**config.mk**
```make
export PLATFORM = sky130hd
export DESIGN_NAME = cga_front
export DESIGN_NICKNAME = d
export VERILOG_FILES = /design/src/cga_pkg.sv /design/src/cga_front.sv
export SDC_FILE = /design/constraint.sdc
export NUM_CORES = 1
export LEC_CHECK = 0
export BUFFER_PORTS_ARGS = -buffer_cell sky130_fd_sc_hd__buf_2
export CORE_AREA = 2 2 149 297
export DETAILED_ROUTE_END_ITERATION = 12
export DIE_AREA = 0 0 151 299
export PLACE_DENSITY = 0.44
export SKIP_CTS_REPAIR_TIMING = 1
export SYNTH_ARGS = -nofsm -noshare
export SYNTH_HDL_FRONTEND = slang
export SYNTH_SLANG_ARGS = --single-unit
```
**constraint.sdc**
```tcl
create_clock -name aclk -period 17.12 [get_ports aclk]
set_input_delay 0.856 -clock aclk [delete_from_list [all_inputs] [get_ports aclk]]
set_output_delay 0.856 -clock aclk [all_outputs]
set_load 0.01 [all_outputs]
```
**src/cga_pkg.sv**
```systemverilog
// ----------------------------------------------------------------------------
// cga_pkg
// Shared types, constants and tables for the CGA composite encoder/decoder.
// ----------------------------------------------------------------------------
package cga_pkg;

    localparam int S_TDATA_W   = 8;
    localparam int M_TDATA_W   = 40;
    localparam int CFG_DATA_W  = 24;
    localparam int QUEUE_DEPTH = 4;
    localparam int TAPS        = 7;
    localparam int GAMMA_DEPTH = 256;

    localparam logic [1:0] REG_IQ_GAIN_IN_PHASE   = 2'd0;
    localparam logic [1:0] REG_IQ_GAIN_QUADRATURE = 2'd1;
    localparam logic [1:0] REG_LUMA_CONTRAST      = 2'd2;
    localparam logic [1:0] REG_LUMA_OFFSET        = 2'd3;

    localparam logic signed [12:0] IQ_GAIN_RESET  = 13'sd0;
    localparam logic [15:0]        CONTRAST_RESET = 16'd4389;
    localparam logic signed [23:0] OFFSET_RESET   = -24'sd1473024;

    typedef logic signed [8:0]  sample_t;
    typedef logic signed [12:0] cfg_gain_t;
    typedef logic signed [13:0] gain_t;
    typedef logic signed [21:0] prod_t;
    typedef logic signed [13:0] ysum_t;
    typedef logic signed [26:0] iqsum_t;
    typedef logic signed [31:0] luma_t;
    typedef logic signed [35:0] term_t;
    typedef logic signed [39:0] acc_t;

    typedef struct packed {
        sample_t sample;
        prod_t   inphase;
        prod_t   quadrature;
    } qent_t;

    // burst pattern: hue x chroma phase -> phase level select
    localparam logic [2:0] BURST_TAB [8][4] = '{
        '{3'd0, 3'd0, 3'd0, 3'd0}, '{3'd2, 3'd3, 3'd4, 3'd5},
        '{3'd1, 3'd0, 3'd0, 3'd1}, '{3'd5, 3'd2, 3'd3, 3'd4},
        '{3'd3, 3'd4, 3'd5, 3'd2}, '{3'd0, 3'd1, 3'd1, 3'd0},
        '{3'd4, 3'd5, 3'd2, 3'd3}, '{3'd1, 3'd1, 3'd1, 3'd1}
    };

    // rescaled chroma levels; last two entries never selected
    localparam logic signed [9:0] CHROMA_TAB [8] = '{
        10'sd13, 10'sd243, -10'sd34, 10'sd128, 10'sd290, 10'sd128, 10'sd0, 10'sd0
    };

    // by intensity: high - low, and low - 60
    localparam logic [6:0]        LEVEL_SPAN [2] = '{7'd92, 7'd93};
    localparam logic signed [6:0] LEVEL_BASE [2] = '{7'sd11, 7'sd47};

    // largest g with g^10 * 255^9 <= idx^19
    function automatic logic [7:0] gamma_entry(input int unsigned idx);
        logic [159:0] rhs;
        logic [159:0] lhs;
        logic [7:0]   g;
        logic [7:0]   cand;
        rhs = 160'd1;
        for (int k = 0; k < 19; k++) begin
            rhs = rhs * 160'(idx);
        end
        g = 8'd0;
        for (int b = 7; b >= 0; b--) begin
            cand = g | 8'(1 << b);
            lhs  = 160'd1;
            for (int k = 0; k < 10; k++) begin
                lhs = lhs * 160'(cand);
            end
            for (int k = 0; k < 9; k++) begin
                lhs = lhs * 160'd255;
            end
            if (lhs <= rhs) begin
                g = cand;
            end
        end
        return g;
    endfunction

endpackage

```
**src/cga_front.sv**
```systemverilog
// ----------------------------------------------------------------------------
// cga_front
// Accepts pixels, builds the composite sample and the I/Q carrier products.
// ----------------------------------------------------------------------------
module cga_front
    import cga_pkg::*;
(
    input  logic                 aclk,
    input  logic                 aresetn,
    input  logic                 s_axis_tvalid,
    output logic                 s_axis_tready,
    input  logic [S_TDATA_W-1:0] s_axis_tdata,
    input  cfg_gain_t            iq_gain_in_phase,
    input  cfg_gain_t            iq_gain_quadrature,
    output logic                 out_valid,
    input  logic                 out_ready,
    output qent_t                out_data
);

    logic [3:0]          colour;
    logic [1:0]          chroma_phase;
    logic [1:0]          carrier_phase;
    logic signed [9:0]   chroma;
    logic signed [16:0]  level_prod;
    logic signed [10:0]  sample_wide;
    gain_t               gains [4];
    logic [1:0]          q_phase;
    logic signed [22:0]  i_full;
    logic signed [22:0]  q_full;

    logic    valid_reg;
    sample_t sample_reg;
    gain_t   gain_i_reg;
    gain_t   gain_q_reg;

    assign colour        = s_axis_tdata[3:0];
    assign chroma_phase  = s_axis_tdata[5:4];
    assign carrier_phase = s_axis_tdata[7:6];

    assign chroma      = CHROMA_TAB[BURST_TAB[colour[2:0]][chroma_phase]];
    assign level_prod  = 17'(chroma) * 17'($signed({1'b0, LEVEL_SPAN[colour[3]]}));
    assign sample_wide = 11'(level_prod >>> 8) + 11'(LEVEL_BASE[colour[3]]);

    assign gains[0] = gain_t'(iq_gain_in_phase);
    assign gains[1] = gain_t'(iq_gain_quadrature);
    assign gains[2] = -gain_t'(iq_gain_in_phase);
    assign gains[3] = -gain_t'(iq_gain_quadrature);
    assign q_phase  = carrier_phase + 2'd3;

    assign s_axis_tready = !valid_reg || out_ready;

    always_ff @(posedge aclk) begin
        if (!aresetn) begin
            valid_reg <= 1'b0;
        end else if (s_axis_tready) begin
            valid_reg <= s_axis_tvalid;
        end
    end

    always_ff @(posedge aclk) begin
        if (s_axis_tready && s_axis_tvalid) begin
            sample_reg <= sample_wide[8:0];
            gain_i_reg <= gains[carrier_phase];
            gain_q_reg <= gains[q_phase];
        end
    end

    assign i_full = 23'(sample_reg) * 23'(gain_i_reg);
    assign q_full = 23'(sample_reg) * 23'(gain_q_reg);

    assign out_valid           = valid_reg;
    assign out_data.sample     = sample_reg;
    assign out_data.inphase    = i_full[21:0];
    assign out_data.quadrature = q_full[21:0];

endmodule

```
Word level (Yosys, flattened, before mapping). Memories as Yosys holds them, arrays and structs flattened. Index checks and enable logic that the tools add are counted.

Bitwise gates (word level): 6. Order comparisons: 6. Multiply operators: 3. Reductions and logical operators: 3. Add/sub/neg operators: 4. Multiplexer cells: 19.

Operators with widths (count): $bmux W14 S2 (2); $mux W14 (4); $mul A9 B14 Y22 (2); $mux W7 (4); $neg A13 Y14 (2); $mux W12 (2); $mux W10 (2); $mul A10 B8 Y17 (1); $add A9 B7 Y9 (1); $ge A3 B3 Y1 const B (3); $not A2 Y3 (3); $ge A4 B4 Y1 const B (2); $not A3 Y4 (2); $bmux W3 S2 (1); $mux W3 (2); $mux W6 (1); $add A2 B2 Y2 const B (1); $ge A2 B2 Y1 const B (1); $not A1 Y2 (1); $logic_and A1 B1 Y1 (1); $logic_not A1 Y1 (1); $logic_or A1 B1 Y1 (1); $mux W1 (1).

Word-level logic and storage cells: 47. Memories kept: 2. Output and inout bits: 55. Bits in read-only memories: 176. Register bits after elaboration: 38. Bits of input ports: 38.

Memories: (name not given) (depth 8, width 12, rd ports 1, clocked after Yosys merged registers in 0, wr ports 0, line cga_front.sv:40) `assign chroma = CHROMA_TAB[BURST_TAB[colour[2:0]][chroma_phase]];`; (name not given) (depth 8, width 10, rd ports 1, clocked after Yosys merged registers in 0, wr ports 0, line cga_front.sv:40).

Longest topological paths before layout.
Word-level depth: 13. Gate-level depth with buffers: 33.

Worst setup path after synthesis. OpenSTA, ideal clock, no wires.

Path kind: input to register. Start: input s_axis_tdata[0]. End: register sample_reg[8], data pin. Path slack: 9.759 ns. Stages on the path: 30. Data arrival time: 7.101 ns. Buffers on the path: 0. Cell sequence: inv_1 -> ha_1 -> and3_1 -> a2111oi_0 -> a211oi_2 -> inv_1 -> ha_1 -> nand2_1 -> a21boi_0 -> fa_1 -> inv_1 -> ha_1 -> inv_1 -> fa_1 -> inv_1 -> fa_1 -> ha_1 -> clkinv_1 -> or4_4 -> o21ai_1 -> a21oi_1 -> o21bai_1 -> xor2_1 -> ha_1 -> a21oi_1 -> o2111ai_1 -> a41oi_2 -> o31ai_1 -> a221oi_2 -> xnor2_1.

Word-level cells in the longest chain between the ends: 13.

RTL lines: from (decl) (line cga_front.sv:12) `input logic [S_TDATA_W-1:0] s_axis_tdata,`; $not A3 Y4 (not written as such) (line cga_front.sv:40); $mem_v2 Z8 W12; $mux W12 (not written as such) (2 in a row) (line cga_front.sv:40); $bmux W3 S2 (line cga_front.sv:40); $mux W3 (not written as such) (2 in a row) (line cga_front.sv:40); $not A3 Y4 (not written as such) (line cga_front.sv:40); $mem_v2 Z8 W10; $mux W10 (not written as such) (2 in a row) (line cga_front.sv:40); $mul A10 B8 Y17 (line cga_front.sv:41) `assign level_prod = 17'(chroma) * 17'($signed({1'b0, LEVEL_SPAN[colour[3]]}));`; $add A9 B7 Y9 (line cga_front.sv:42) `assign sample_wide = 11'(level_prod >>> 8) + 11'(LEVEL_BASE[colour[3]]);`; named net sample_wide[8] (line cga_front.sv:25) `logic signed [10:0] sample_wide;`; to (signal assigned) (line cga_front.sv:62) `sample_reg <= sample_wide[8:0];`; to (decl) (line cga_front.sv:32) `sample_t sample_reg;`.

The timed path passes the listed nets, and every way through them passes these cells. The select of a mux whose other input is x is not followed. A chain may end at the register's enable or synchronous reset.

Final worst setup path. Same ends and word-level chain as after synthesis.

==> metrics.md <==
| Metric | Value |
|---|---|
| TritonCTS buffer count | `5` |
| Die area | `0.0451 mm2` |
| Async set-reset flop share out of synthesis | `0` |
| Clock buffer depth | `2` |
| Post-Route WL | `29,600 um` |
| CP max stage cell | `or4_4` |
| Max H-tree Level | `2` |
| Final nets | `1,885` |
| # diodes | `0` |
| Worst setup path startpoint | `s_axis_tdata[0]` |
| Slew Limit Fails | `0` |
| Overflow after GRT | `0` |
| EDFF count, synth | `37` |
| Synth Instances | `1,431` |
| Post-layout min period | `7.93 ns` |
| Share of cells above drive strength 1 | `0.0896` |
| Die Span X | `151 um` |
| PortBufs | `92` |
| Relative slew slack | `0.355` |
| CTS sink cnt | `38` |
| Worst slew pin tran | `roughly 0.97 ns` |
| Crit path capture type | `flop` |
| Hold Crit Class | `flop to flop` |
| Cell Area, Synth | `0.0128 mm2` |
| Kind of critical path | `input port to flop` |
| Num ports | `93` |
| Delay-heaviest family, CP | `adder cells` |
| Worst R2R Start | `out_valid$_SDFFE_PN0N_` |
| Clock-pin slew on the worst setup and hold paths | `0.07 ns` |
| CORE AREA | `0.0430 mm2` |
| Setup violations, final | `0` |
| Top-count cell post-synth | `inv_1` |
| Worst slack at placement | `8.83 ns` |
| Initial antenna violation count | `1` |
| Worst setup margin | `9.19 ns` |
| Crit-path max cell delay | `around 0.54 ns` |
| Area Overhead vs Synth | `9.45%` |
| Status | `completed` |
| FP Rows | `108` |
| Synth top area share | `0.352` |
| Top cells by count, synth | `inv_1 (284), fa_1 (224), nand2_1 (169)` |
| Final Cell Area | `0.0140 mm2` |
| Largest area contributor in the netlist | `fa_1` |
| DP HPWL | `23,500 um` |
| Via count of the first global-routing pass | `between 9,000 and 10,000` |
| Initial DRT Pass Iterations | `4` |
| Pin count of the biggest net entering global routing | `82` |
| Main flop type after synthesis | `edfxtp_1` |
| CP Max Fanout | `8` |
| Gr usage total | `0.137` |
| Post-DP Area | `0.0138 mm2` |
| CTS Root Cell | `clkbuf_16` |
| Routability cong. | `0.787` |
| Vias per cell | `~4.6` |
| Fmax | `0.126 GHz` |
| Data arrival, critical path | `7.98 ns` |
| Netlist cell types | `65` |
| Critical path startpoint category | `input port` |
| WL/cell | `14.6 um` |
| MaxCap Viol Count | `0` |
| Worst Hold Launch | `out_valid$_SDFFE_PN0N_` |
| Post-synthesis sequential area ratio | `0.0887` |
| Initial core utilization | `0.297` |
| Unrepaired setup endpoints after global routing | `no` |
| Post-Syn Nets | `1,832` |
| Top cells by area, synth | `fa_1 (35%), ha_1 (14%), edfxtp_1 (8.7%), inv_1 (8.4%), and2_1 (5.4%)` |
| Ys Warns | `0` |
| Req. time, crit path | `17.17 ns` |
| DR iter-0 viols | `370` |
| Final Hold Vio Count | `0` |
| Skew final | `0.00628 ns` |
| Clock Latency Late Sink | `around 0.30 ns` |
| Synth Area per Inst | `approximately 8.9 um2` |
| Flops & latches, synth | `38` |
| Final period util | `0.463` |
| Die height | `~300 um` |
| Final ANT Viol Nets | `0` |
| Layout fillers | `4,597` |
| Vias | `9,321` |
| CTS tree | `yes` |
| DRC violations left | `0` |
| Fin Setup TNS | `0 ns` |
| Worst path bufs/invs | `7` |
| Global-route wire length before repair | `49,500 um` |
[routing by layer]
| layer | wire length, um | part of all wire | vias up | track usage |
|---|---|---|---|---|
| met4 | 131 | 0.0044 | 2 | 0.0129 |
| met2 | 14600 | 0.49 | 131 | 0.234 |
| met1 | 14000 | 0.47 | 4602 | 0.192 |
| met5 | 7 | 0.00024 | - | 0 |
| li1 | - | - | 4574 | - |
| met3 | 894 | 0.030 | 12 | 0.0151 |
[cell families (layout without fill, tap and decap cells)]
group,after synthesis,count (layout),synth area share
xor gates and xnor gates,71,71,0.0487
DFF,38,38,0.0887
adders and majority gates,363,363,0.488
AOI/OAI and AO/OA,162,162,0.0885
and+or+nand+nor,444,444,0.174
muxes,11,11,0.0109
buffers and inverters,342,396,0.101
[worst min-delay path, stage by stage (launching register included)]
cell and delay [ns]:
dfxtp_1 0.31, nand2b_1 0.09, a21boi_0 0.09
[path summary, 6_finish.rpt]
| kind | cells past startpoint | slack [ns] | to |
|---|---|---|---|
| worst max register to register | 2 | 15.52 | sample_reg[0]$_DFFE_PP_ |
| worst min register to register | 2 | 0.53 | out_valid$_SDFFE_PN0N_ |
| worst min-delay path | 2 | 0.53 | out_valid$_SDFFE_PN0N_ |
| worst max-delay path | 31 | 9.19 | sample_reg[8]$_DFFE_PP_ |
[cells in the final DEF (no fill, tap or decap), types with 3 or more instances in the layout]
cell type,n
a21o_1,15
buf_2,92
and3_1,4
o21ai_1,4
o21ai_0,24
a32o_1,3
nand3b_1,10
clkbuf_16,5
mux2_2,3
a21oi_1,48
nand2b_1,32
o2111ai_1,3
inv_1,284
and2_1,109
or3_1,15
o31ai_1,3
o211ai_1,9
a32oi_1,4
nor3_1,11
nor2b_1,9
nand3_1,26
a211oi_1,6
a31oi_1,6
ha_1,139
o21a_1,3
a211o_1,3
xnor2_1,51
nand2_1,169
edfxtp_1,37
buf_4,11
mux2i_1,6
o21bai_1,11
xor2_1,20
fa_1,224
nor2_1,48
[final cells by class]
class,instances,area [um2],share of cell area
clock buffers,5,125,0.00896
clock inverters,3,68.8,0.00493
inverters,285,1070,0.0766
multi-input cells,1051,10300,0.740
flip-flops and latches,38,1130,0.0810
well taps,550,688,0.0493
repair buffers,103,543,0.0389
[stage by stage]
| stage | hold slack, ns | instances | utilization |
|---|---|---|---|
| after CTS | 0.535 | 2035 | 0.325 |
| after detailed placement | 0.523 | 2027 | 0.320 |
| after floorplan | 0.610 | 1431 | - |
| after global routing | 0.588 | 2035 | 0.325 |
| after global placement | 0.533 | 2027 | 0.320 |
| final | 0.533 | 2035 | 0.325 |
Power is not shown: default switching activity piles up to over one toggle a cycle in this logic, so the estimate is an artifact.
