### config.mk
export PLATFORM = sky130hd
export DESIGN_NAME = cga_back
export DESIGN_NICKNAME = d
export VERILOG_FILES = /design/src/cga_pkg.sv /design/src/cga_back.sv
export SDC_FILE = /design/constraint.sdc
export NUM_CORES = 2
export LEC_CHECK = 0
export BUFFER_PORTS_ARGS = -buffer_cell sky130_fd_sc_hd__buf_4
export CORE_MARGIN = 1
export CORE_UTILIZATION = 40
export CTS_CLUSTER_DIAMETER = 80
export DETAILED_ROUTE_END_ITERATION = 12
export MAX_ROUTING_LAYER = met4
export PLACE_DENSITY = 0.6
export SLEW_MARGIN = 20
export SYNTH_ARGS = -nofsm -noshare
export SYNTH_HDL_FRONTEND = slang
export SYNTH_SLANG_ARGS = --single-unit
### constraint.sdc
create_clock -name aclk -period 22.5 [get_ports aclk]
set_clock_uncertainty 0.1 [all_clocks]
set_input_delay 2.25 -clock aclk [delete_from_list [all_inputs] [get_ports aclk]]
set_output_delay 2.25 -clock aclk [all_outputs]
set_load 0.01 [all_outputs]
### src/cga_pkg.sv
// ----------------------------------------------------------------------------
// cga_pkg
// Shared types, constants and tables for the CGA composite encoder/decoder.
// ----------------------------------------------------------------------------
package cga_pkg;

    localparam int S_TDATA_W   = 8;
    localparam int M_TDATA_W   = 40;
    localparam int CFG_DATA_W  = 24;
    localparam int QUEUE_DEPTH = 4;
    localparam int TAPS        = 7;
    localparam int GAMMA_DEPTH = 256;

    localparam logic [1:0] REG_IQ_GAIN_IN_PHASE   = 2'd0;
    localparam logic [1:0] REG_IQ_GAIN_QUADRATURE = 2'd1;
    localparam logic [1:0] REG_LUMA_CONTRAST      = 2'd2;
    localparam logic [1:0] REG_LUMA_OFFSET        = 2'd3;

    localparam logic signed [12:0] IQ_GAIN_RESET  = 13'sd0;
    localparam logic [15:0]        CONTRAST_RESET = 16'd4389;
    localparam logic signed [23:0] OFFSET_RESET   = -24'sd1473024;

    typedef logic signed [8:0]  sample_t;
    typedef logic signed [12:0] cfg_gain_t;
    typedef logic signed [13:0] gain_t;
    typedef logic signed [21:0] prod_t;
    typedef logic signed [13:0] ysum_t;
    typedef logic signed [26:0] iqsum_t;
    typedef logic signed [31:0] luma_t;
    typedef logic signed [35:0] term_t;
    typedef logic signed [39:0] acc_t;

    typedef struct packed {
        sample_t sample;
        prod_t   inphase;
        prod_t   quadrature;
    } qent_t;

    // burst pattern: hue x chroma phase -> phase level select
    localparam logic [2:0] BURST_TAB [8][4] = '{
        '{3'd0, 3'd0, 3'd0, 3'd0}, '{3'd2, 3'd3, 3'd4, 3'd5},
        '{3'd1, 3'd0, 3'd0, 3'd1}, '{3'd5, 3'd2, 3'd3, 3'd4},
        '{3'd3, 3'd4, 3'd5, 3'd2}, '{3'd0, 3'd1, 3'd1, 3'd0},
        '{3'd4, 3'd5, 3'd2, 3'd3}, '{3'd1, 3'd1, 3'd1, 3'd1}
    };

    // rescaled chroma levels; last two entries never selected
    localparam logic signed [9:0] CHROMA_TAB [8] = '{
        10'sd13, 10'sd243, -10'sd34, 10'sd128, 10'sd290, 10'sd128, 10'sd0, 10'sd0
    };

    // by intensity: high - low, and low - 60
    localparam logic [6:0]        LEVEL_SPAN [2] = '{7'd92, 7'd93};
    localparam logic signed [6:0] LEVEL_BASE [2] = '{7'sd11, 7'sd47};

    // largest g with g^10 * 255^9 <= idx^19
    function automatic logic [7:0] gamma_entry(input int unsigned idx);
        logic [159:0] rhs;
        logic [159:0] lhs;
        logic [7:0]   g;
        logic [7:0]   cand;
        rhs = 160'd1;
        for (int k = 0; k < 19; k++) begin
            rhs = rhs * 160'(idx);
        end
        g = 8'd0;
        for (int b = 7; b >= 0; b--) begin
            cand = g | 8'(1 << b);
            lhs  = 160'd1;
            for (int k = 0; k < 10; k++) begin
                lhs = lhs * 160'(cand);
            end
            for (int k = 0; k < 9; k++) begin
                lhs = lhs * 160'd255;
            end
            if (lhs <= rhs) begin
                g = cand;
            end
        end
        return g;
    endfunction

endpackage

### src/cga_back.sv
// ----------------------------------------------------------------------------
// cga_back
// YIQ low-pass filter, contrast/brightness, YIQ to RGB, clamp and gamma.
// ----------------------------------------------------------------------------
module cga_back
    import cga_pkg::*;
(
    input  logic                  aclk,
    input  logic                  aresetn,
    input  logic                  in_valid,
    output logic                  in_ready,
    input  qent_t                 in_data,
    input  logic [15:0]           luma_contrast,
    input  logic signed [23:0]    luma_offset,
    output logic                  m_axis_tvalid,
    input  logic                  m_axis_tready,
    output logic [M_TDATA_W-1:0]  m_axis_tdata
);

    function automatic logic [7:0] clamp_channel(input acc_t v);
        if (v[39]) begin
            return 8'd0;
        end else if (v[38:24] != '0) begin
            return 8'd255;
        end
        return v[23:16];
    endfunction

    logic [7:0] gamma_rom [GAMMA_DEPTH];

    for (genvar gi = 0; gi < GAMMA_DEPTH; gi++) begin : g_gamma
        localparam logic [7:0] ENTRY = gamma_entry(unsigned'(gi));
        assign gamma_rom[gi] = ENTRY;
    end

    logic en;

    sample_t luma_hist_reg [TAPS];
    prod_t   i_hist_reg    [TAPS];
    prod_t   q_hist_reg    [TAPS];

    logic v1_reg, v2_reg, v3_reg, v4_reg, m_valid_reg;
    sample_t s1_reg, s2_reg, s3_reg, s4_reg, m_sample_reg;

    ysum_t  ysum_reg;
    iqsum_t isum_reg;
    iqsum_t qsum_reg;
    ysum_t  ysum;
    iqsum_t isum;
    iqsum_t qsum;

    logic signed [30:0] luma_mul;
    luma_t luma_reg;
    term_t ri_reg, rq_reg, gi_reg, gq_reg, bi_reg, bq_reg;

    acc_t r_acc, g_acc, b_acc;
    logic [7:0] r_idx_reg, g_idx_reg, b_idx_reg;
    logic [7:0] m_red_reg, m_green_reg, m_blue_reg;

    assign en       = !m_valid_reg || m_axis_tready;
    assign in_ready = en;

    always_ff @(posedge aclk) begin
        if (!aresetn) begin
            v1_reg      <= 1'b0;
            v2_reg      <= 1'b0;
            v3_reg      <= 1'b0;
            v4_reg      <= 1'b0;
            m_valid_reg <= 1'b0;
            for (int k = 0; k < TAPS; k++) begin
                luma_hist_reg[k] <= '0;
                i_hist_reg[k]    <= '0;
                q_hist_reg[k]    <= '0;
            end
        end else if (en) begin
            v1_reg      <= in_valid;
            v2_reg      <= v1_reg;
            v3_reg      <= v2_reg;
            v4_reg      <= v3_reg;
            m_valid_reg <= v4_reg;
            if (in_valid) begin
                for (int k = TAPS - 1; k > 0; k--) begin
                    luma_hist_reg[k] <= luma_hist_reg[k-1];
                    i_hist_reg[k]    <= i_hist_reg[k-1];
                    q_hist_reg[k]    <= q_hist_reg[k-1];
                end
                luma_hist_reg[0] <= in_data.sample;
                i_hist_reg[0]    <= in_data.inphase;
                q_hist_reg[0]    <= in_data.quadrature;
            end
        end
    end

    // kernel 1,4,7,8,7,4,1
    always_comb begin
        ysum = ysum_t'(luma_hist_reg[0]) + ysum_t'(luma_hist_reg[6])
             + ((ysum_t'(luma_hist_reg[1]) + ysum_t'(luma_hist_reg[5])) <<< 2)
             + ((ysum_t'(luma_hist_reg[2]) + ysum_t'(luma_hist_reg[4])) * 14'sd7)
             + (ysum_t'(luma_hist_reg[3]) <<< 3);
        isum = iqsum_t'(i_hist_reg[0]) + iqsum_t'(i_hist_reg[6])
             + ((iqsum_t'(i_hist_reg[1]) + iqsum_t'(i_hist_reg[5])) <<< 2)
             + ((iqsum_t'(i_hist_reg[2]) + iqsum_t'(i_hist_reg[4])) * 27'sd7)
             + (iqsum_t'(i_hist_reg[3]) <<< 3);
        qsum = iqsum_t'(q_hist_reg[0]) + iqsum_t'(q_hist_reg[6])
             + ((iqsum_t'(q_hist_reg[1]) + iqsum_t'(q_hist_reg[5])) <<< 2)
             + ((iqsum_t'(q_hist_reg[2]) + iqsum_t'(q_hist_reg[4])) * 27'sd7)
             + (iqsum_t'(q_hist_reg[3]) <<< 3);
    end

    assign luma_mul = 31'(ysum_reg) * 31'($signed({1'b0, luma_contrast}));

    always_comb begin
        r_acc = acc_t'(luma_reg) + acc_t'(ri_reg) + acc_t'(rq_reg);
        g_acc = acc_t'(luma_reg) - acc_t'(gi_reg) - acc_t'(gq_reg);
        b_acc = acc_t'(luma_reg) - acc_t'(bi_reg) + acc_t'(bq_reg);
    end

    always_ff @(posedge aclk) begin
        if (en) begin
            s1_reg       <= in_data.sample;
            ysum_reg     <= ysum;
            isum_reg     <= isum;
            qsum_reg     <= qsum;
            s2_reg       <= s1_reg;
            luma_reg     <= luma_t'(luma_mul) + luma_t'(luma_offset);
            ri_reg       <= term_t'(isum_reg) * 36'sd243;
            rq_reg       <= term_t'(qsum_reg) * 36'sd160;
            gi_reg       <= term_t'(isum_reg) * 36'sd71;
            gq_reg       <= term_t'(qsum_reg) * 36'sd164;
            bi_reg       <= term_t'(isum_reg) * 36'sd283;
            bq_reg       <= term_t'(qsum_reg) * 36'sd443;
            s3_reg       <= s2_reg;
            r_idx_reg    <= clamp_channel(r_acc);
            g_idx_reg    <= clamp_channel(g_acc);
            b_idx_reg    <= clamp_channel(b_acc);
            s4_reg       <= s3_reg;
            m_red_reg    <= gamma_rom[r_idx_reg];
            m_green_reg  <= gamma_rom[g_idx_reg];
            m_blue_reg   <= gamma_rom[b_idx_reg];
            m_sample_reg <= s4_reg;
        end
    end

    assign m_axis_tvalid = m_valid_reg;
    assign m_axis_tdata  = {7'd0, m_sample_reg, m_blue_reg, m_green_reg, m_red_reg};

endmodule

Yosys cells after proc, flatten, opt, wreduce, memory -nomap -nowiden. Memories as Yosys holds them, arrays and structs flattened. A register that Yosys moved wholly into a read port is not among the register bits. Cells that the tools add are included.

Register bits after elaboration: 382. Word-level logic and storage cells: 137. RAM bits: 371. Memory bits (read-only): 6144. Memories: 6.

Memory list: (no name shown) (depth 256, width 8, read ports 1, clocked after Yosys merged registers in 1, write ports 0, line cga_back.sv:137) `m_red_reg <= gamma_rom[r_idx_reg];`; (no name shown) (depth 256, width 8, read ports 1, clocked after Yosys merged registers in 1, write ports 0, line cga_back.sv:138) `m_green_reg <= gamma_rom[g_idx_reg];`; (no name shown) (depth 256, width 8, read ports 1, clocked after Yosys merged registers in 1, write ports 0, line cga_back.sv:139) `m_blue_reg <= gamma_rom[b_idx_reg];`; i_hist_reg (depth 7, width 22, read ports 7, clocked after Yosys merged registers in 0, write ports 7, line cga_back.sv:39) `prod_t i_hist_reg [TAPS];`; q_hist_reg (depth 7, width 22, read ports 7, clocked after Yosys merged registers in 0, write ports 7, line cga_back.sv:40) `prod_t q_hist_reg [TAPS];`; luma_hist_reg (depth 7, width 9, read ports 7, clocked after Yosys merged registers in 0, write ports 7, line cga_back.sv:38) `sample_t luma_hist_reg [TAPS];`.

Multipliers: 10. Multiplexer cells: 44. Add/sub/neg operators: 25. Reductions and logical operators: 5. Bitwise operators: 24.

Operators with widths (number): 2-to-1 mux 22 bit (14); adder 22 x 22 -> 23 bit (6); adder 37 x 36 -> 38 bit (2); multiplier 27 x 10 -> 36 bit (second input constant) (2); 2-to-1 mux 8 bit (9); 2-to-1 mux 9 bit (7); adder 26 x 27 -> 27 bit (2); adder 27 x 25 -> 27 bit (2); multiplier 23 x 4 -> 27 bit (second input constant) (2); adder 23 x 25 -> 26 bit (2); nonzero test 15 bit (3); adder 32 x 36 -> 37 bit (1); subtractor 32 x 36 -> 37 bit (1); subtractor 36 x 36 -> 37 bit (1); multiplier 27 x 9 -> 36 bit (second input constant) (1); subtractor 32 x 35 -> 36 bit (1); multiplier 27 x 8 -> 35 bit (second input constant) (1); multiplier 27 x 7 -> 34 bit (second input constant) (1); adder 31 x 24 -> 32 bit (1); multiplier 14 x 17 -> 31 bit (1); multiplier 27 x 4 -> 31 bit (second input constant) (1); adder 9 x 9 -> 10 bit (3); NOT 8 -> 9 bit (3); OR 1 bit (21); other kinds (7) (20).

Depth between registers and ports, before layout.
Depth in word-level cells: 7. Depth in mapped cells: 30. Gate-level depth less buffers: 30.

Worst setup path after synthesis. No wires, ideal clock.

Kind: input-to-reg. Start point: input m_axis_tready. End point: memory i_hist_reg[0][0] in the netlist's numbering, enable pin. Arrival: 21776 ps. Setup slack: -131 ps. Stages on the path: 4. Buffers on the path: 1. Data required time: 21645 ps. Cell sequence: nand2b_1 clkbuf_1 nand2_1 nand2_1.

RTL lines: start: declaration (line cga_back.sv:16) `input logic m_axis_tready,`; end: declaration (line cga_back.sv:39).

Worst setup path in the final report.
Start point: input luma_contrast[8]. End point: register luma_reg[31], data pin.

Word-level cells in the longest chain between the ends: 2.

RTL lines: start: declaration (line cga_back.sv:13) `input logic [15:0] luma_contrast,`; multiplier 14 x 17 -> 31 bit (line cga_back.sv:110) `assign luma_mul = 31'(ysum_reg) * 31'($signed({1'b0, luma_contrast}));`; adder 31 x 24 -> 32 bit (line cga_back.sv:125) `luma_reg <= luma_t'(luma_mul) + luma_t'(luma_offset);`; end signal: assignment (line cga_back.sv:125); end: declaration (line cga_back.sv:53) `luma_t luma_reg;`.

Every way passes these cells. A chain may end at the register's enable or synchronous reset.

==> results.toml <==
[worst_setup_path]
r2r_start = "i_hist_reg[2][1]"
cp_data_required_time_ns = 22.86
worstSetupStartpointType = "input pin"
slowest_delay_ns = 0.55
worstSetupStartpoint = "luma_contrast[8]"
criticalPathCategory = "in -> reg"
cp_max_fo = 14
crit_arrival_ns = 8.42
critPathMostFrequentCell = "fa_1"
cp-end-kind = "flip-flop"
worstPathCellList = "buf_4, and2_1, fa_1, inv_1, fa_1, inv_1, fa_1, fa_1, fa_1, inv_1, fa_1, inv_1, ha_1, nand4_1, nor2_1, nand2_1, o21ai_0, nor4_1, a211oi_1, nor2_1, a211o_1, o2111ai_1, a21oi_1, xnor2_1"
slowest_stage = "fa_1"

[clocking]
cts_sinks = 769
htree_levels = 3
cts_tree = "yes"
worstSkewPairLatency_ns = 0.76
postCtsSetupBuffers = 0
path_clk_slew_ns = 0.06
cts_root_buf = "clkbuf_16"
cts_hold_buf = 0
clockBufferDepth = 3
cts-buffers-inserted = 97
ctsResizeCount = 0

[detailed_routing]
drt_iter0_markers = 3624
wl_per_cell_microns = 18.1
ant_nets = 0
route.detailed.drc = 0
vias_per_cell = 5.12
totalWireLength_mm = 195
vias = 55400
dr.pass1.iters = 5

[timing]
finalSetupViolCount = 0
relSlewSlack = 0.249
slew_violations = 0
finalSetupTns_ns = 0
rsz0062_at_grt = "no"
tightest_slew_ns = 1.10
fmax_ghz = 0.124
fin_crit_ns = 8.06
hold_viol = 0
finalCritPeriodShare = 0.358

[die]
die_x_microns = 456
floorplan.rows = 166
start_util = 0.402
die-area_sq_mm = 0.208
coreArea_sq_mm = 0.205
io_pins = 139
die_h_microns = 456

[synth]
synth_xor_area_frac = 0.0443
yosysSeqAreaShare = 0.280
avgSynthCellArea_sq_um = 10.3
synth_adder_area_share = 0.375
syn_area_sq_mm = 0.0824
synthDistinctLibCells = 86
yosysTopAreaCell = "edfxtp_1"
yosysWarnings = 0
synth_top_cell_area_share = 0.278
synth.mux.area_fraction = 0.00727
synth_top_family_by_area = "adder cells"
async_reset_ff_frac = 0
netlist_instances = 7967
yosys-top-cells-area = "edfxtp_1, fa_1, ha_1"
synth_edf_count = 764
ys_seq_elements = 769
synth_ff_type = "edfxtp_1"
yosys.area_share.simple = 0.103
synth_compound_area_frac = 0.109

[run_status]
outcome = "complete, no violations"

[placed_design]
hpwlAfterDp_mm = 158
place_area_sq_mm = 0.0864
port_buffers = 131
place_congestion = 0.902

[final_layout]
fin_nets = 10000
area_growth_pct = 8.86
layout_common_cells = "inv_1, fa_1, ha_1, edfxtp_1, and2_1"
fin_area_sq_mm = 0.0897
drive_gt1_frac = 0.0476
fillers = 19400
final_common_cell = "inv_1"

[grt]
antenna_found_initial = 16
grt_max_degree = 110
gr-total-overflow = 0
grt_pass1_vias = 58300
grtUsageTotal = 0.196
grt_first_pass_wirelength_mm = 317

[worst_hold_path]
holdCritPathClass = "reg -> reg"
hp-start = "s1_reg[4]"

[run]
cap_violations = 0
-- cell families (layout without fill, tap and decap cells) --
group,after synthesis,after routing
adder cells (fa/ha/maj),1889,1889
other,1,15
AO/OA/AOI/OAI,1417,1417
XOR/XNOR,417,417
AND/OR/NAND/NOR,1669,1669
flip-flops,769,769
multiplexers,42,42
buffers and inverters,1763,1924
-- cells in the mapped netlist, types with 21 or more instances --
library cell,number
ha_1,916
clkbuf_1,161
fa_1,973
nand3_1,93
xor2_1,108
o311ai_0,21
nand2b_1,61
nor3_1,99
o31ai_1,34
xnor2_1,309
nor2_1,323
o21a_1,54
and3_1,52
and2_1,488
a21o_1,154
a211oi_1,66
edfxtp_1,764
inv_1,1570
o211ai_1,44
o21ai_0,308
a21oi_1,431
nand2_1,383
a31oi_1,58
o21bai_1,47
nor2b_1,52
-- critical path, delay by kind of cell --
kind,cells,cell delay [ns]
and+or+nand+nor,6,0.97
adders and majority gates,7,3.39
AOI/OAI and AO/OA,5,1.26
xor gates and xnor gates,1,0.13
buffers and inverters,5,0.38
-- layout make-up --
cell class / instances / area (sq um) / share of cell area
diodes: 8 / 20.0 / 0.000223
clock buffers: 115 / 2540 / 0.0283
clock inverters: 68 / 823 / 0.00917
inverters: 1574 / 5910 / 0.0658
multi-input cells: 5441 / 52800 / 0.588
flip-flops and latches: 769 / 23000 / 0.257
well taps: 2688 / 3360 / 0.0375
repair buffers: 167 / 1250 / 0.0140
-- final timing paths --
check | depth (start not counted) | endpoint | slack, ns
setup / recovery | 24 | luma_reg[31] | 14.44
hold / removal | 0 | s2_reg[4] | 0.31
setup reg to reg | 29 | isum_reg[26] | 14.68
hold reg to reg | 0 | s2_reg[4] | 0.31
-- metrics by stage --
stage / setup WS, ns / std cells / util / hold WS [ns]
2_1_floorplan: 6.19 / 7973 / - / 0.300
3_3_place_gp: 13.82 / 10600 / 0.422 / 0.301
3_5_place_dp: 13.83 / 10600 / 0.422 / 0.305
4_1_cts: 14.54 / 10800 / 0.438 / 0.314
5_1_grt: 14.11 / 10800 / 0.438 / 0.320
6_report: 14.44 / 10800 / 0.438 / 0.315
-- per-layer routing --
metal	GRT usage	vias to the layer above	wire, microns
li1	-	26600	-
met1	0.272	27400	92600
met2	0.309	1157	89300
met3	0.0226	255	9400
met4	0.0437	0	4210
met5	-	-	0
Power is left out: the tool's default activity adds up to more than one toggle a clock period on the data nets, which glitch-free logic cannot reach.
