<file path="config.mk">
export PLATFORM = sky130hd
export DESIGN_NAME = cga_queue
export DESIGN_NICKNAME = d
export VERILOG_FILES = /design/src/cga_pkg.sv /design/src/cga_queue.sv
export SDC_FILE = /design/constraint.sdc
export NUM_CORES = 1
export LEC_CHECK = 0
export BUFFER_PORTS_ARGS = -buffer_cell sky130_fd_sc_hd__buf_4
export CAP_MARGIN = 20
export CORE_MARGIN = 2
export CORE_UTILIZATION = 35
export CTS_CLUSTER_SIZE = 40
export DETAILED_ROUTE_END_ITERATION = 10
export GPL_TIMING_DRIVEN = 0
export MAX_ROUTING_LAYER = met4
export PLACE_DENSITY = 0.59
export SYNTH_ARGS = -nofsm -noshare
export SYNTH_HDL_FRONTEND = slang
export SYNTH_SLANG_ARGS = --single-unit
export TNS_END_PERCENT = 5
</file>
<file path="constraint.sdc">
create_clock -name aclk -period 2.3 [get_ports aclk]
set_input_delay 0 -clock aclk [delete_from_list [all_inputs] [get_ports aclk]]
set_output_delay 0 -clock aclk [all_outputs]
set_load 0.05 [all_outputs]
</file>
<file path="src/cga_pkg.sv">
// ----------------------------------------------------------------------------
// cga_pkg
// Shared types, constants and tables for the CGA composite encoder/decoder.
// ----------------------------------------------------------------------------
package cga_pkg;

    localparam int S_TDATA_W   = 8;
    localparam int M_TDATA_W   = 40;
    localparam int CFG_DATA_W  = 24;
    localparam int QUEUE_DEPTH = 4;
    localparam int TAPS        = 7;
    localparam int GAMMA_DEPTH = 256;

    localparam logic [1:0] REG_IQ_GAIN_IN_PHASE   = 2'd0;
    localparam logic [1:0] REG_IQ_GAIN_QUADRATURE = 2'd1;
    localparam logic [1:0] REG_LUMA_CONTRAST      = 2'd2;
    localparam logic [1:0] REG_LUMA_OFFSET        = 2'd3;

    localparam logic signed [12:0] IQ_GAIN_RESET  = 13'sd0;
    localparam logic [15:0]        CONTRAST_RESET = 16'd4389;
    localparam logic signed [23:0] OFFSET_RESET   = -24'sd1473024;

    typedef logic signed [8:0]  sample_t;
    typedef logic signed [12:0] cfg_gain_t;
    typedef logic signed [13:0] gain_t;
    typedef logic signed [21:0] prod_t;
    typedef logic signed [13:0] ysum_t;
    typedef logic signed [26:0] iqsum_t;
    typedef logic signed [31:0] luma_t;
    typedef logic signed [35:0] term_t;
    typedef logic signed [39:0] acc_t;

    typedef struct packed {
        sample_t sample;
        prod_t   inphase;
        prod_t   quadrature;
    } qent_t;

    // burst pattern: hue x chroma phase -> phase level select
    localparam logic [2:0] BURST_TAB [8][4] = '{
        '{3'd0, 3'd0, 3'd0, 3'd0}, '{3'd2, 3'd3, 3'd4, 3'd5},
        '{3'd1, 3'd0, 3'd0, 3'd1}, '{3'd5, 3'd2, 3'd3, 3'd4},
        '{3'd3, 3'd4, 3'd5, 3'd2}, '{3'd0, 3'd1, 3'd1, 3'd0},
        '{3'd4, 3'd5, 3'd2, 3'd3}, '{3'd1, 3'd1, 3'd1, 3'd1}
    };

    // rescaled chroma levels; last two entries never selected
    localparam logic signed [9:0] CHROMA_TAB [8] = '{
        10'sd13, 10'sd243, -10'sd34, 10'sd128, 10'sd290, 10'sd128, 10'sd0, 10'sd0
    };

    // by intensity: high - low, and low - 60
    localparam logic [6:0]        LEVEL_SPAN [2] = '{7'd92, 7'd93};
    localparam logic signed [6:0] LEVEL_BASE [2] = '{7'sd11, 7'sd47};

    // largest g with g^10 * 255^9 <= idx^19
    function automatic logic [7:0] gamma_entry(input int unsigned idx);
        logic [159:0] rhs;
        logic [159:0] lhs;
        logic [7:0]   g;
        logic [7:0]   cand;
        rhs = 160'd1;
        for (int k = 0; k < 19; k++) begin
            rhs = rhs * 160'(idx);
        end
        g = 8'd0;
        for (int b = 7; b >= 0; b--) begin
            cand = g | 8'(1 << b);
            lhs  = 160'd1;
            for (int k = 0; k < 10; k++) begin
                lhs = lhs * 160'(cand);
            end
            for (int k = 0; k < 9; k++) begin
                lhs = lhs * 160'd255;
            end
            if (lhs <= rhs) begin
                g = cand;
            end
        end
        return g;
    endfunction

endpackage

</file>
<file path="src/cga_queue.sv">
// ----------------------------------------------------------------------------
// cga_queue
// Short request queue between the front and the back.
// ----------------------------------------------------------------------------
module cga_queue
    import cga_pkg::*;
#(
    parameter int DEPTH = QUEUE_DEPTH
) (
    input  logic  aclk,
    input  logic  aresetn,
    input  logic  in_valid,
    output logic  in_ready,
    input  qent_t in_data,
    output logic  out_valid,
    input  logic  out_ready,
    output qent_t out_data
);

    localparam int PTR_W = $clog2(DEPTH);
    localparam int CNT_W = $clog2(DEPTH + 1);
    localparam logic [PTR_W-1:0] LAST = PTR_W'(DEPTH - 1);

    qent_t            mem_reg [DEPTH];
    logic [PTR_W-1:0] wr_ptr_reg;
    logic [PTR_W-1:0] rd_ptr_reg;
    logic [CNT_W-1:0] count_reg;
    logic             push;
    logic             pop;

    assign in_ready  = count_reg != CNT_W'(DEPTH);
    assign out_valid = count_reg != '0;
    assign push      = in_valid && in_ready;
    assign pop       = out_valid && out_ready;
    assign out_data  = mem_reg[rd_ptr_reg];

    always_ff @(posedge aclk) begin
        if (!aresetn) begin
            wr_ptr_reg <= '0;
            rd_ptr_reg <= '0;
            count_reg  <= '0;
        end else begin
            if (push) begin
                wr_ptr_reg <= (wr_ptr_reg == LAST) ? '0 : wr_ptr_reg + 1'b1;
            end
            if (pop) begin
                rd_ptr_reg <= (rd_ptr_reg == LAST) ? '0 : rd_ptr_reg + 1'b1;
            end
            if (push && !pop) begin
                count_reg <= count_reg + 1'b1;
            end else if (pop && !push) begin
                count_reg <= count_reg - 1'b1;
            end
        end
    end

    always_ff @(posedge aclk) begin
        if (push) begin
            mem_reg[wr_ptr_reg] <= in_data;
        end
    end

endmodule

</file>
# After elaboration in Yosys (flattened, before gate mapping)
# Memory sizes are Yosys's and may differ from the RTL's. A register that Yosys moved wholly into a read port is not among the register bits.
# Cells that the tools add are included.
dict set report totals {
  out_inout_bits 55
  ff_bits 7
  mem_count 1
  mem_bits_rw 212
  wordCells 27
}
dict set report op_classes {
  n_reduce_logical 8
  eq_ne 3
  n_addsub 4
  n_mux 8
}
# name words word_bits read_ports rd_clocked_by_memory_dff write_ports line_no
set mem_list {}
lappend mem_list {mem_reg 4 53 1 1 1 cga_queue.sv:24} ;# qent_t mem_reg [DEPTH];
# op count
set ops {}
lappend ops {{$mux W2} 4}
lappend ops {{$mux W3} 2}
lappend ops {{$add A2 B1 Y2 const B} 2}
lappend ops {{$eq A2 B2 Y1 const B} 2}
lappend ops {{$logic_and A1 B1 Y1} 4}
lappend ops {{$add A3 B1 Y3 const B} 1}
lappend ops {{$ne A3 B3 Y1 const B} 1}
lappend ops {{$reduce_bool A3 Y1} 1}
lappend ops {{$sub A3 B1 Y3 const B} 1}
lappend ops {{$logic_not A1 Y1} 2}
lappend ops {{$mux W1} 2}
lappend ops {{$reduce_bool A2 Y1} 1}

# Depth between registers and ports, before layout
# Gate-level depths: netlist (run 1).
dict set report depth {
  word_depth 6
  mapped_depth 9
  ltp_nobuf 8
}

# Worst setup path after synthesis (run 1)
# No wires, ideal clock.
dict set report synth_path {
  kind {register to register}
  from {register count_reg[0]}
  to {register count_reg[2]}
  arrival_time_ns 2.155
  stages_incl_launch_ff 10
  path_slack_ns 0.069
  period_less_slack_ns 2.231
  t_required_ns 2.224
  path_cell_list {dfxtp_1 -> or3b_1 -> buf_6 -> and2_4 -> ha_1 -> inv_1 -> fa_1 -> xor2_1 -> or3_2 -> a21boi_0}
}
dict set report synth_via {
  elab_chain_cells 5
  elab_cells_between_ends 13
}
# item line_no
set synth_lines {}
lappend synth_lines {{start: declaration} cga_queue.sv:27} ;# logic [CNT_W-1:0] count_reg;
lappend synth_lines {{start signal: assignment} cga_queue.sv:50} ;# count_reg <= count_reg + 1'b1;
lappend synth_lines {{start signal: assignment} cga_queue.sv:52} ;# count_reg <= count_reg - 1'b1;
lappend synth_lines {{$ne A3 B3 Y1 *} cga_queue.sv:31} ;# assign in_ready = count_reg != CNT_W'(DEPTH);
lappend synth_lines {{net in_ready} cga_queue.sv:13} ;# output logic in_ready,
lappend synth_lines {{$logic_and A1 B1 Y1 *} cga_queue.sv:33} ;# assign push = in_valid && in_ready;
lappend synth_lines {{net push} cga_queue.sv:28} ;# logic push;
lappend synth_lines {{$logic_not A1 Y1} cga_queue.sv:51} ;# end else if (pop && !push) begin
lappend synth_lines {{$logic_and A1 B1 Y1} cga_queue.sv:51}
lappend synth_lines {{$reduce_bool A2 Y1 (no source line)} n/a}
# Mark *: on every way through the listed nets, which the timed path passes. The rest lies on a longest branch. The select of a mux whose other input is x is not followed.
# A chain may end at the register's enable or synchronous reset.

# Worst setup path after layout (run 1)
dict set report layout_path {
  from {register count_reg[1]}
  to {register count_reg[2]}
}
dict set report layout_via {
  elab_chain_cells 5
  elab_cells_between_ends 13
}
# item line_no
set layout_lines {}
lappend layout_lines {{$ne A3 B3 Y1 *} cga_queue.sv:31}
lappend layout_lines {{$logic_and A1 B1 Y1 *} cga_queue.sv:33}
lappend layout_lines {{net push} cga_queue.sv:28}
lappend layout_lines {{$logic_not A1 Y1} cga_queue.sv:51}
lappend layout_lines {{$logic_and A1 B1 Y1} cga_queue.sv:51}
lappend layout_lines {{$reduce_bool A2 Y1 (no source line)} n/a}
# Marked as above.

==> results of run 1 <==
-- report_power, final --
part / switching (mW) / leakage, nW / internal, mW
logic: 2.53 / 1.26 / 1.47
registers: 0.131 / 2.02 / 4.90
clock network: 1.43 / 0.344 / 2.07
-- cell families (layout without fill, tap and decap cells) --
logic type                 Yosys count  after routing  synth area share
buffers and inverters               17            227            0.0114
muxes                               55             55             0.150
AOI/OAI and AO/OA                    6              6           0.00432
other                                0              1                 0
xor gates and xnor gates             2              2           0.00216
adders and majority gates            7              7            0.0117
DFF                                221            221             0.806
and+or+nand+nor                     20             20            0.0145
-- cell usage after synthesis --
cell type and n:
clkbuf_1 6, and2_4 1, xor2_1 1, nand2_1 5
fa_1 1, a21boi_0 1, edfxtp_1 212, or3_2 2
buf_2 2, ha_1 6, nor2_1 2, buf_4 5
mux2i_1 2, dfxtp_1 9, inv_1 3, o21ai_1 1
nor2b_1 1, and2_1 1, buf_6 1, and3_2 4
o21ai_0 3, o31ai_1 1, mux4_2 53, nand3_1 2
xnor2_1 1, nand4_1 1, or3b_1 1
-- metal layers --
layer  GRT usage  part of all wire
met1       0.155              0.42
met5           -                 0
met3      0.0294             0.051
met2       0.218              0.51
met4      0.0389             0.019
-- through the flow --
| step | area (µm²) | hold WS (ns) |
|---|---|---|
| 2_1_floorplan | 8120 | 0.0989 |
| 3_3_place_gp | 9310 | 0.199 |
| 3_5_place_dp | 9320 | 0.204 |
| 4_1_cts | 10600 | 0.221 |
| 5_1_grt | 10700 | 0.234 |
| 6_report | 10700 | 0.243 |
-- worst paths after layout --
| path | start | endpoint | depth (start not counted) |
|---|---|---|---|
| worst min register to register | wr_ptr_reg[1] | wr_ptr_reg[1] | 2 |
| worst max register to register | count_reg[1] | count_reg[2] | 9 |
| worst min-delay path | in_data[52] | mem_reg[1][52] | 2 |
| worst max-delay path | count_reg[1] | count_reg[2] | 9 |
-- cell type report --
class / count / share of cell area
Sequential cell: 221 / 0.615
Clock buffer: 30 / 0.0564
Buffer: 14 / 0.00821
Inverter: 3 / 0.00106
Antenna cell: 1 / 0.000235
Multi-Input combinational cell: 90 / 0.144
Timing Repair Buffer: 168 / 0.132
Clock inverter: 12 / 0.0103
Tap cell: 285 / 0.0334
-- what timing repair did --
action,in CTS,in global routing
endpoints found under the hold margin,218,0
setup endpoints to repair,15,26
gates resized for setup,9,14
pin swaps,0,1
hold buffers,57,0
==> Implementation_results.wiki, run 1 <==
{| class="wikitable"
! Metric !! Value
|-
| Clock buffer count from CTS || 23
|-
| Largest register FFs || 212
|-
| Post-Synthesis Net Count || 392
|-
| Part of the Yosys area used for sequential elements || 0.806
|-
| Outcome || finished, final reports clean
|-
| Total gr overflow || 0
|-
| Worst slew pin tran || between 0.8 and 0.9 ns
|-
| Top library cells by usage in the layout, fill and taps aside || edfxtp_1 (212), buf_4 (116), dlygate4sd3_1 (57), mux4_2 (53), clkbuf_16 (23)
|-
| Family with the most delay on the worst path || simple AND/OR/NAND/NOR gates
|-
| Util after Layout || 0.469
|-
| Setup slack of the critical path after layout || 0.148 ns
|-
| Die width || approximately 160 µm
|-
| Routed wirelength normalized by instance count || 18.5 µm
|-
| Type of the worst setup path || flop to flop
|-
| Crit Path Max Fanout || 7
|-
| Unrepaired setup endpoints after global routing || no
|-
| Fraction of final layout cells sized beyond drive strength 1 || 0.413
|-
| Crit path arrival time || around 2.6 ns
|-
| Number of maximum-capacitance violations || 0
|-
| Core region area || around 0.023 mm²
|-
| Upper clock frequency limit || 465 MHz
|-
| Worst-case vdd ir drop || 0.000832 V
|-
| Endpoint kind of the worst setup timing path || flop
|-
| Setup_tns || 0 ns
|-
| Remaining antenna violation count after routing || 0
|-
| CTS max path bufs || 3
|-
| Slowest CP cell || or3b_1
|-
| Layout Area Growth over Synthesis || 31.3%
|-
| CTS tree || done
|-
| CP bufs+invs || 2
|-
| Area of the multi-input gates || around 0.0015 mm²
|-
| Fraction of post-synthesis cell area in the top cell type by area || 0.784
|-
| Vias after detailed routing || around 4000
|-
| Final Power || roughly 13 mW
|-
| Number of core rows || 55
|-
| Clock-pin transition on the worst setup and hold timing paths || approximately 0.06 ns
|-
| Worst clock skew || 0.0102 ns
|-
| Post CTS Setup Buffer Count || 0
|-
| Area taken by flip-flops and latches || ~0.0066 mm²
|-
| Depth of the CTS H-tree || 1
|-
| DRC violation count after routing || 0
|-
| Via density || 4.80
|-
| Ports || between 100 and 150
|-
| Number of warnings issued by yosys || 0
|-
| Register bit count reported by yosys || between 200 and 250
|-
| Total Nets Final || 585
|-
| Antenna violations before repair || 1
|-
| Clock sink total || 221
|-
| Leakage power || 3.62 nW
|-
| Area enclosed by the die boundary || 0.0244 mm²
|-
| Insertion delay to the later sink of the worst-skew pair || ~0.5 ns
|-
| GR Util All Layers || 0.128
|-
| Synth area leader || edfxtp_1
|-
| Average cell area after synthesis || 24.7 µm²
|-
| Crit path required time || about 2.7 ns
|-
| Count of distinct cell types in the synthesized netlist || 27
|-
| Pwr dens || between 1000 and 1500 mW/mm²
|-
| Cell Chain, Critical Path || or3b_1, buf_6, and2_4, ha_4, inv_2, fa_2, xor2_1, or3_4, a21boi_2
|-
| Final weighted congestion in routability-driven placement || 0.654
|-
| First-pass GRT wire length || 23200 µm
|-
| Pre-CTS WS || -0.247 ns
|-
| Count of port buffers added during placement || approximately 110
|-
| Count of non-filler cells in the finished layout || ~820
|-
| Initial Util || 0.357
|-
| Worst hold path type || primary input to flop
|-
| Largest net degree at the start of global routing || 54
|-
| DRC violation total after the first TritonRoute iteration || 104
|-
| Max-slew violation count || 0
|-
| Via count of the first global-routing pass || roughly 4400
|-
| Number of standard cells after synthesis || roughly 330
|-
| Period utilisation layout || 0.936
|-
| Type of origin of the critical path || flop
|-
| Most common cell after layout, fill and taps aside || edfxtp_1
|-
| Clock root buffer master || clkbuf_16
|-
| Drt pass-1 iters || 4
|-
| Half-perimeter wire length after placement || around 8600 µm
|-
| Die Y-Extent || between 150 and 200 µm
|-
| Wire length after detailed routing || 15200 µm
|-
| Stage delay of the slowest cell on the critical path || approximately 0.39 ns
|-
| Filler instances || between 1500 and 2000
|-
| Max transition margin || 0.407
|-
| DP Cell Count || about 720
|-
| Min Tclk post-route || around 2.2 ns
|-
| Cell Area, Synth || between 0.008 and 0.009 mm²
|-
| Ranking of synthesized cells by area || edfxtp_1 (78%), mux4_2 (15%), dfxtp_1 (2.2%)
|-
| Count of endpoints failing setup in the final report || 0
|-
| Fin. Hold Viols || 0
|-
| R2R Setup Slk || about 0.15 ns
|}
(Power assumes the default switching activity.)
==> inputs of run 2 (changes only) <==
HOLD_SLACK_MARGIN = 0.15   (was unset)
PLACE_DENSITY = 0.57   (was 0.59)
clock period = 2.6 ns   (was 2.3 ns; I/O delays follow)
==> Implementation_results.wiki, run 2 (synthesis results as in run 1) <==
{| class="wikitable"
! Metric !! Value
|-
| Setup_tns || 0 ns (unchanged)
|-
| Max-slew violation count || 0 (unchanged)
|-
| Sw Share || 0.325 (was 0.326)
|-
| Hold Path Stages || 2 (unchanged)
|-
| Worst hold path type || primary input to flop (unchanged)
|-
| Period utilisation layout || 0.921 (was 0.936)
|-
| Type of origin of the critical path || flop (unchanged)
|-
| Length in cells of the worst reg-to-reg path || 9 (unchanged)
|-
| Most common cell after layout, fill and taps aside || edfxtp_1 (unchanged)
|-
| Fraction of final layout cells sized beyond drive strength 1 || 0.397 (was 0.413)
|-
| Largest register FFs || 212 (unchanged)
|-
| DP Area || 0.00943 mm² (was 0.00932 mm²)
|-
| CTS max path bufs || 3 (unchanged)
|-
| Max transition margin || 0.528 (was 0.407)
|-
| Stage delay of the slowest cell on the critical path || 0.44 ns (was 0.39 ns)
|-
| GR Util All Layers || 0.132 (was 0.128)
|-
| Design area || 0.0107 mm² (about the same)
|-
| Number of antenna cells inserted || 0 (was 1)
|-
| Clock sink total || 221 (unchanged)
|-
| Worst-case vdd ir drop || 0.000644 V (was 0.000832 V)
|-
| Leakage power || 3.65 nW (was 3.62 nW)
|-
| Startpoint of the lowest-slack register-to-register path || count_reg[0] (was count_reg[1])
|-
| Die Y-Extent || 156 µm (unchanged)
|-
| Unrepaired setup endpoints after global routing || no (unchanged)
|-
| Ports || 112 (unchanged)
|-
| Count of endpoints failing setup in the final report || 0 (unchanged)
|-
| Outcome || finished, final reports clean (unchanged)
|-
| Fraction of power consumed by sequential logic || 0.400 (was 0.402)
|-
| Die width || 156 µm (unchanged)
|-
| DRC violation total after the first TritonRoute iteration || 161 (was 104)
|-
| Crit Path Max Fanout || 7 (unchanged)
|-
| Net switching power figure || 3.60 mW (was 4.09 mW)
|-
| Relative contribution of the clock network to total power || 0.280 (was 0.279)
|-
| Total Nets Final || 590 (was 585)
|-
| Worst slew pin tran || 0.708 ns (was 0.889 ns)
|-
| Worst clock skew || 0.00969 ns (was 0.0102 ns)
|-
| Number of core rows || 55 (unchanged)
|-
| Top library cells by usage in the layout, fill and taps aside || edfxtp_1 (212), buf_4 (116), dlygate4sd3_1 (57), mux4_2 (53), clkbuf_16 (25) (was edfxtp_1 (212), buf_4 (116), dlygate4sd3_1 (57), mux4_2 (53), clkbuf_16 (23))
|-
| Largest net degree at the start of global routing || 54 (unchanged)
|-
| Insertion delay to the later sink of the worst-skew pair || 0.50 ns (about the same)
|-
| Slowest CP cell || dfxtp_1 (was or3b_1)
|-
| Core region area || 0.0227 mm² (unchanged)
|-
| Internal Dissipation || 7.46 mW (was 8.44 mW)
|-
| Count of port buffers added during placement || 111 (unchanged)
|-
| Crit path arrival time || 2.81 ns (was 2.58 ns)
|-
| Vias after detailed routing || 3944 (was 3953)
|-
| Via density || 4.77 (was 4.80)
|-
| Fin. Hold Viols || 0 (unchanged)
|-
| Drt pass-1 iters || 6 (was 4)
|-
| Layout Area Growth over Synthesis || 32.2% (was 31.3%)
|-
| CTS tree || done (unchanged)
|-
| Min Tclk post-route || 2.39 ns (was 2.15 ns)
|-
| Antenna violations before repair || 0 (was 1)
|-
| DRC violation count after routing || 0 (unchanged)
|-
| First-pass GRT wire length || 23600 µm (was 23200 µm)
|-
| Pwr dens || 1030 mW/mm² (was 1180 mW/mm²)
|-
| Initial Util || 0.357 (unchanged)
|-
| Via count of the first global-routing pass || 4312 (was 4390)
|-
| Type of the worst setup path || flop to flop (unchanged)
|-
| Final Power || 11.1 mW (was 12.5 mW)
|-
| Number of maximum-capacitance violations || 0 (unchanged)
|-
| Endpoint kind of the worst setup timing path || flop (unchanged)
|-
| Worst hold start || in_data[2] (was in_data[52])
|-
| Post CTS Setup Buffer Count || 0 (unchanged)
|-
| Final weighted congestion in routability-driven placement || 0.696 (was 0.654)
|-
| Remaining antenna violation count after routing || 0 (unchanged)
|-
| Relative contribution of combinational cells to total power || 0.320 (was 0.319)
|-
| Hold-critical path endpoint || mem_reg[2][2] (was mem_reg[1][52])
|-
| Wire length after detailed routing || 15400 µm (was 15200 µm)
|-
| R2R Setup Slk || 0.21 ns (was 0.15 ns)
|-
| Cell Chain, Critical Path || or3b_1, buf_6, and2_4, ha_1, inv_1, fa_1, xor2_1, or3_2, a21boi_0 (was or3b_1, buf_6, and2_4, ha_4, inv_2, fa_2, xor2_1, or3_4, a21boi_2)
|-
| Crit path required time || 3.01 ns (was 2.73 ns)
|-
| Total gr overflow || 0 (unchanged)
|-
| Routed wirelength normalized by instance count || 18.6 µm (was 18.5 µm)
|-
| Upper clock frequency limit || 418 MHz (was 465 MHz)
|-
| Clock buffer count from CTS || 24 (was 23)
|-
| Worst reg2reg endpoint || count_reg[2] (unchanged)
|-
| Half-perimeter wire length after placement || 8930 µm (was 8610 µm)
|-
| Clock root buffer master || clkbuf_16 (unchanged)
|-
| Depth of the CTS H-tree || 1 (unchanged)
|-
| Area enclosed by the die boundary || 0.0244 mm² (unchanged)
|-
| Clock-pin transition on the worst setup and hold timing paths || 0.06 ns (about the same)
|}
==> run 2: timing repair <==
action,in CTS,in global routing
hold buffers,57,0
hold endpoints to repair,247,0
endpoints found under the setup margin,1,0
resized for setup,1,0
==> run 2: routing by layer <==
layer	vias to the layer above	GRT usage	routed length (µm)
met1	2030	0.161	6500
met4	0	0.0363	302
met5	-	-	0
met3	28	0.0313	851
li1	1786	-	-
met2	100	0.220	7710
==> run 2: worst max path at each step <==
stage,start,endpoint,slack (ns),cells past startpoint
finish,count_reg[0],count_reg[2],0.21,9
global route,count_reg[1],count_reg[2],0.09,7
CTS,count_reg[1],count_reg[2],0.18,7
detailed placement,count_reg[0],count_reg[2],0.02,7
global placement,count_reg[0],mem_reg[3][8],0.19,3
floorplan,count_reg[0],count_reg[2],0.37,9
==> run 2: per-stage QoR <==
step | util | setup slack [ns] | instances | hold slack, ns
6_report | 0.472 | 0.205 | 826 | 0.237
3_3_place_gp | 0.410 | 0.188 | 724 | 0.199
2_1_floorplan | - | 0.369 | 328 | 0.0989
4_1_cts | 0.472 | 0.181 | 826 | 0.204
3_5_place_dp | 0.415 | 0.0196 | 728 | 0.202
5_1_grt | 0.472 | 0.0871 | 826 | 0.228
==> run 2: power by group through the flow <==
stage               Clock [mW]  Combinational, mW  Sequential, mW
CTS                       3.21               3.61            4.43
global route              3.34               3.74            4.46
global placement             0               3.42            4.49
floorplan                    0               2.47            4.47
detailed placement           0               3.53            4.50
finish                    3.10               3.54            4.42
==> run 2: cell type report <==
class	count	area (µm²)
Fill cell	1906	12000
Sequential cell	221	6550
Timing Repair Buffer	172	1510
Multi-Input combinational cell	90	1500
Clock buffer	29	641
Tap cell	285	357
Clock inverter	12	86.3
Buffer	14	81.3
Inverter	3	11.3
==> run 2: critical path: cells and delay by family (launching register included) <==
family / cells / cell delay [ns]
adders and majority gates: 2 / 0.56
DFF: 1 / 0.44
buffers and inverters: 2 / 0.18
AOI/OAI and AO/OA: 1 / 0.22
xor gates and xnor gates: 1 / 0.18
and+or+nand+nor: 3 / 0.73
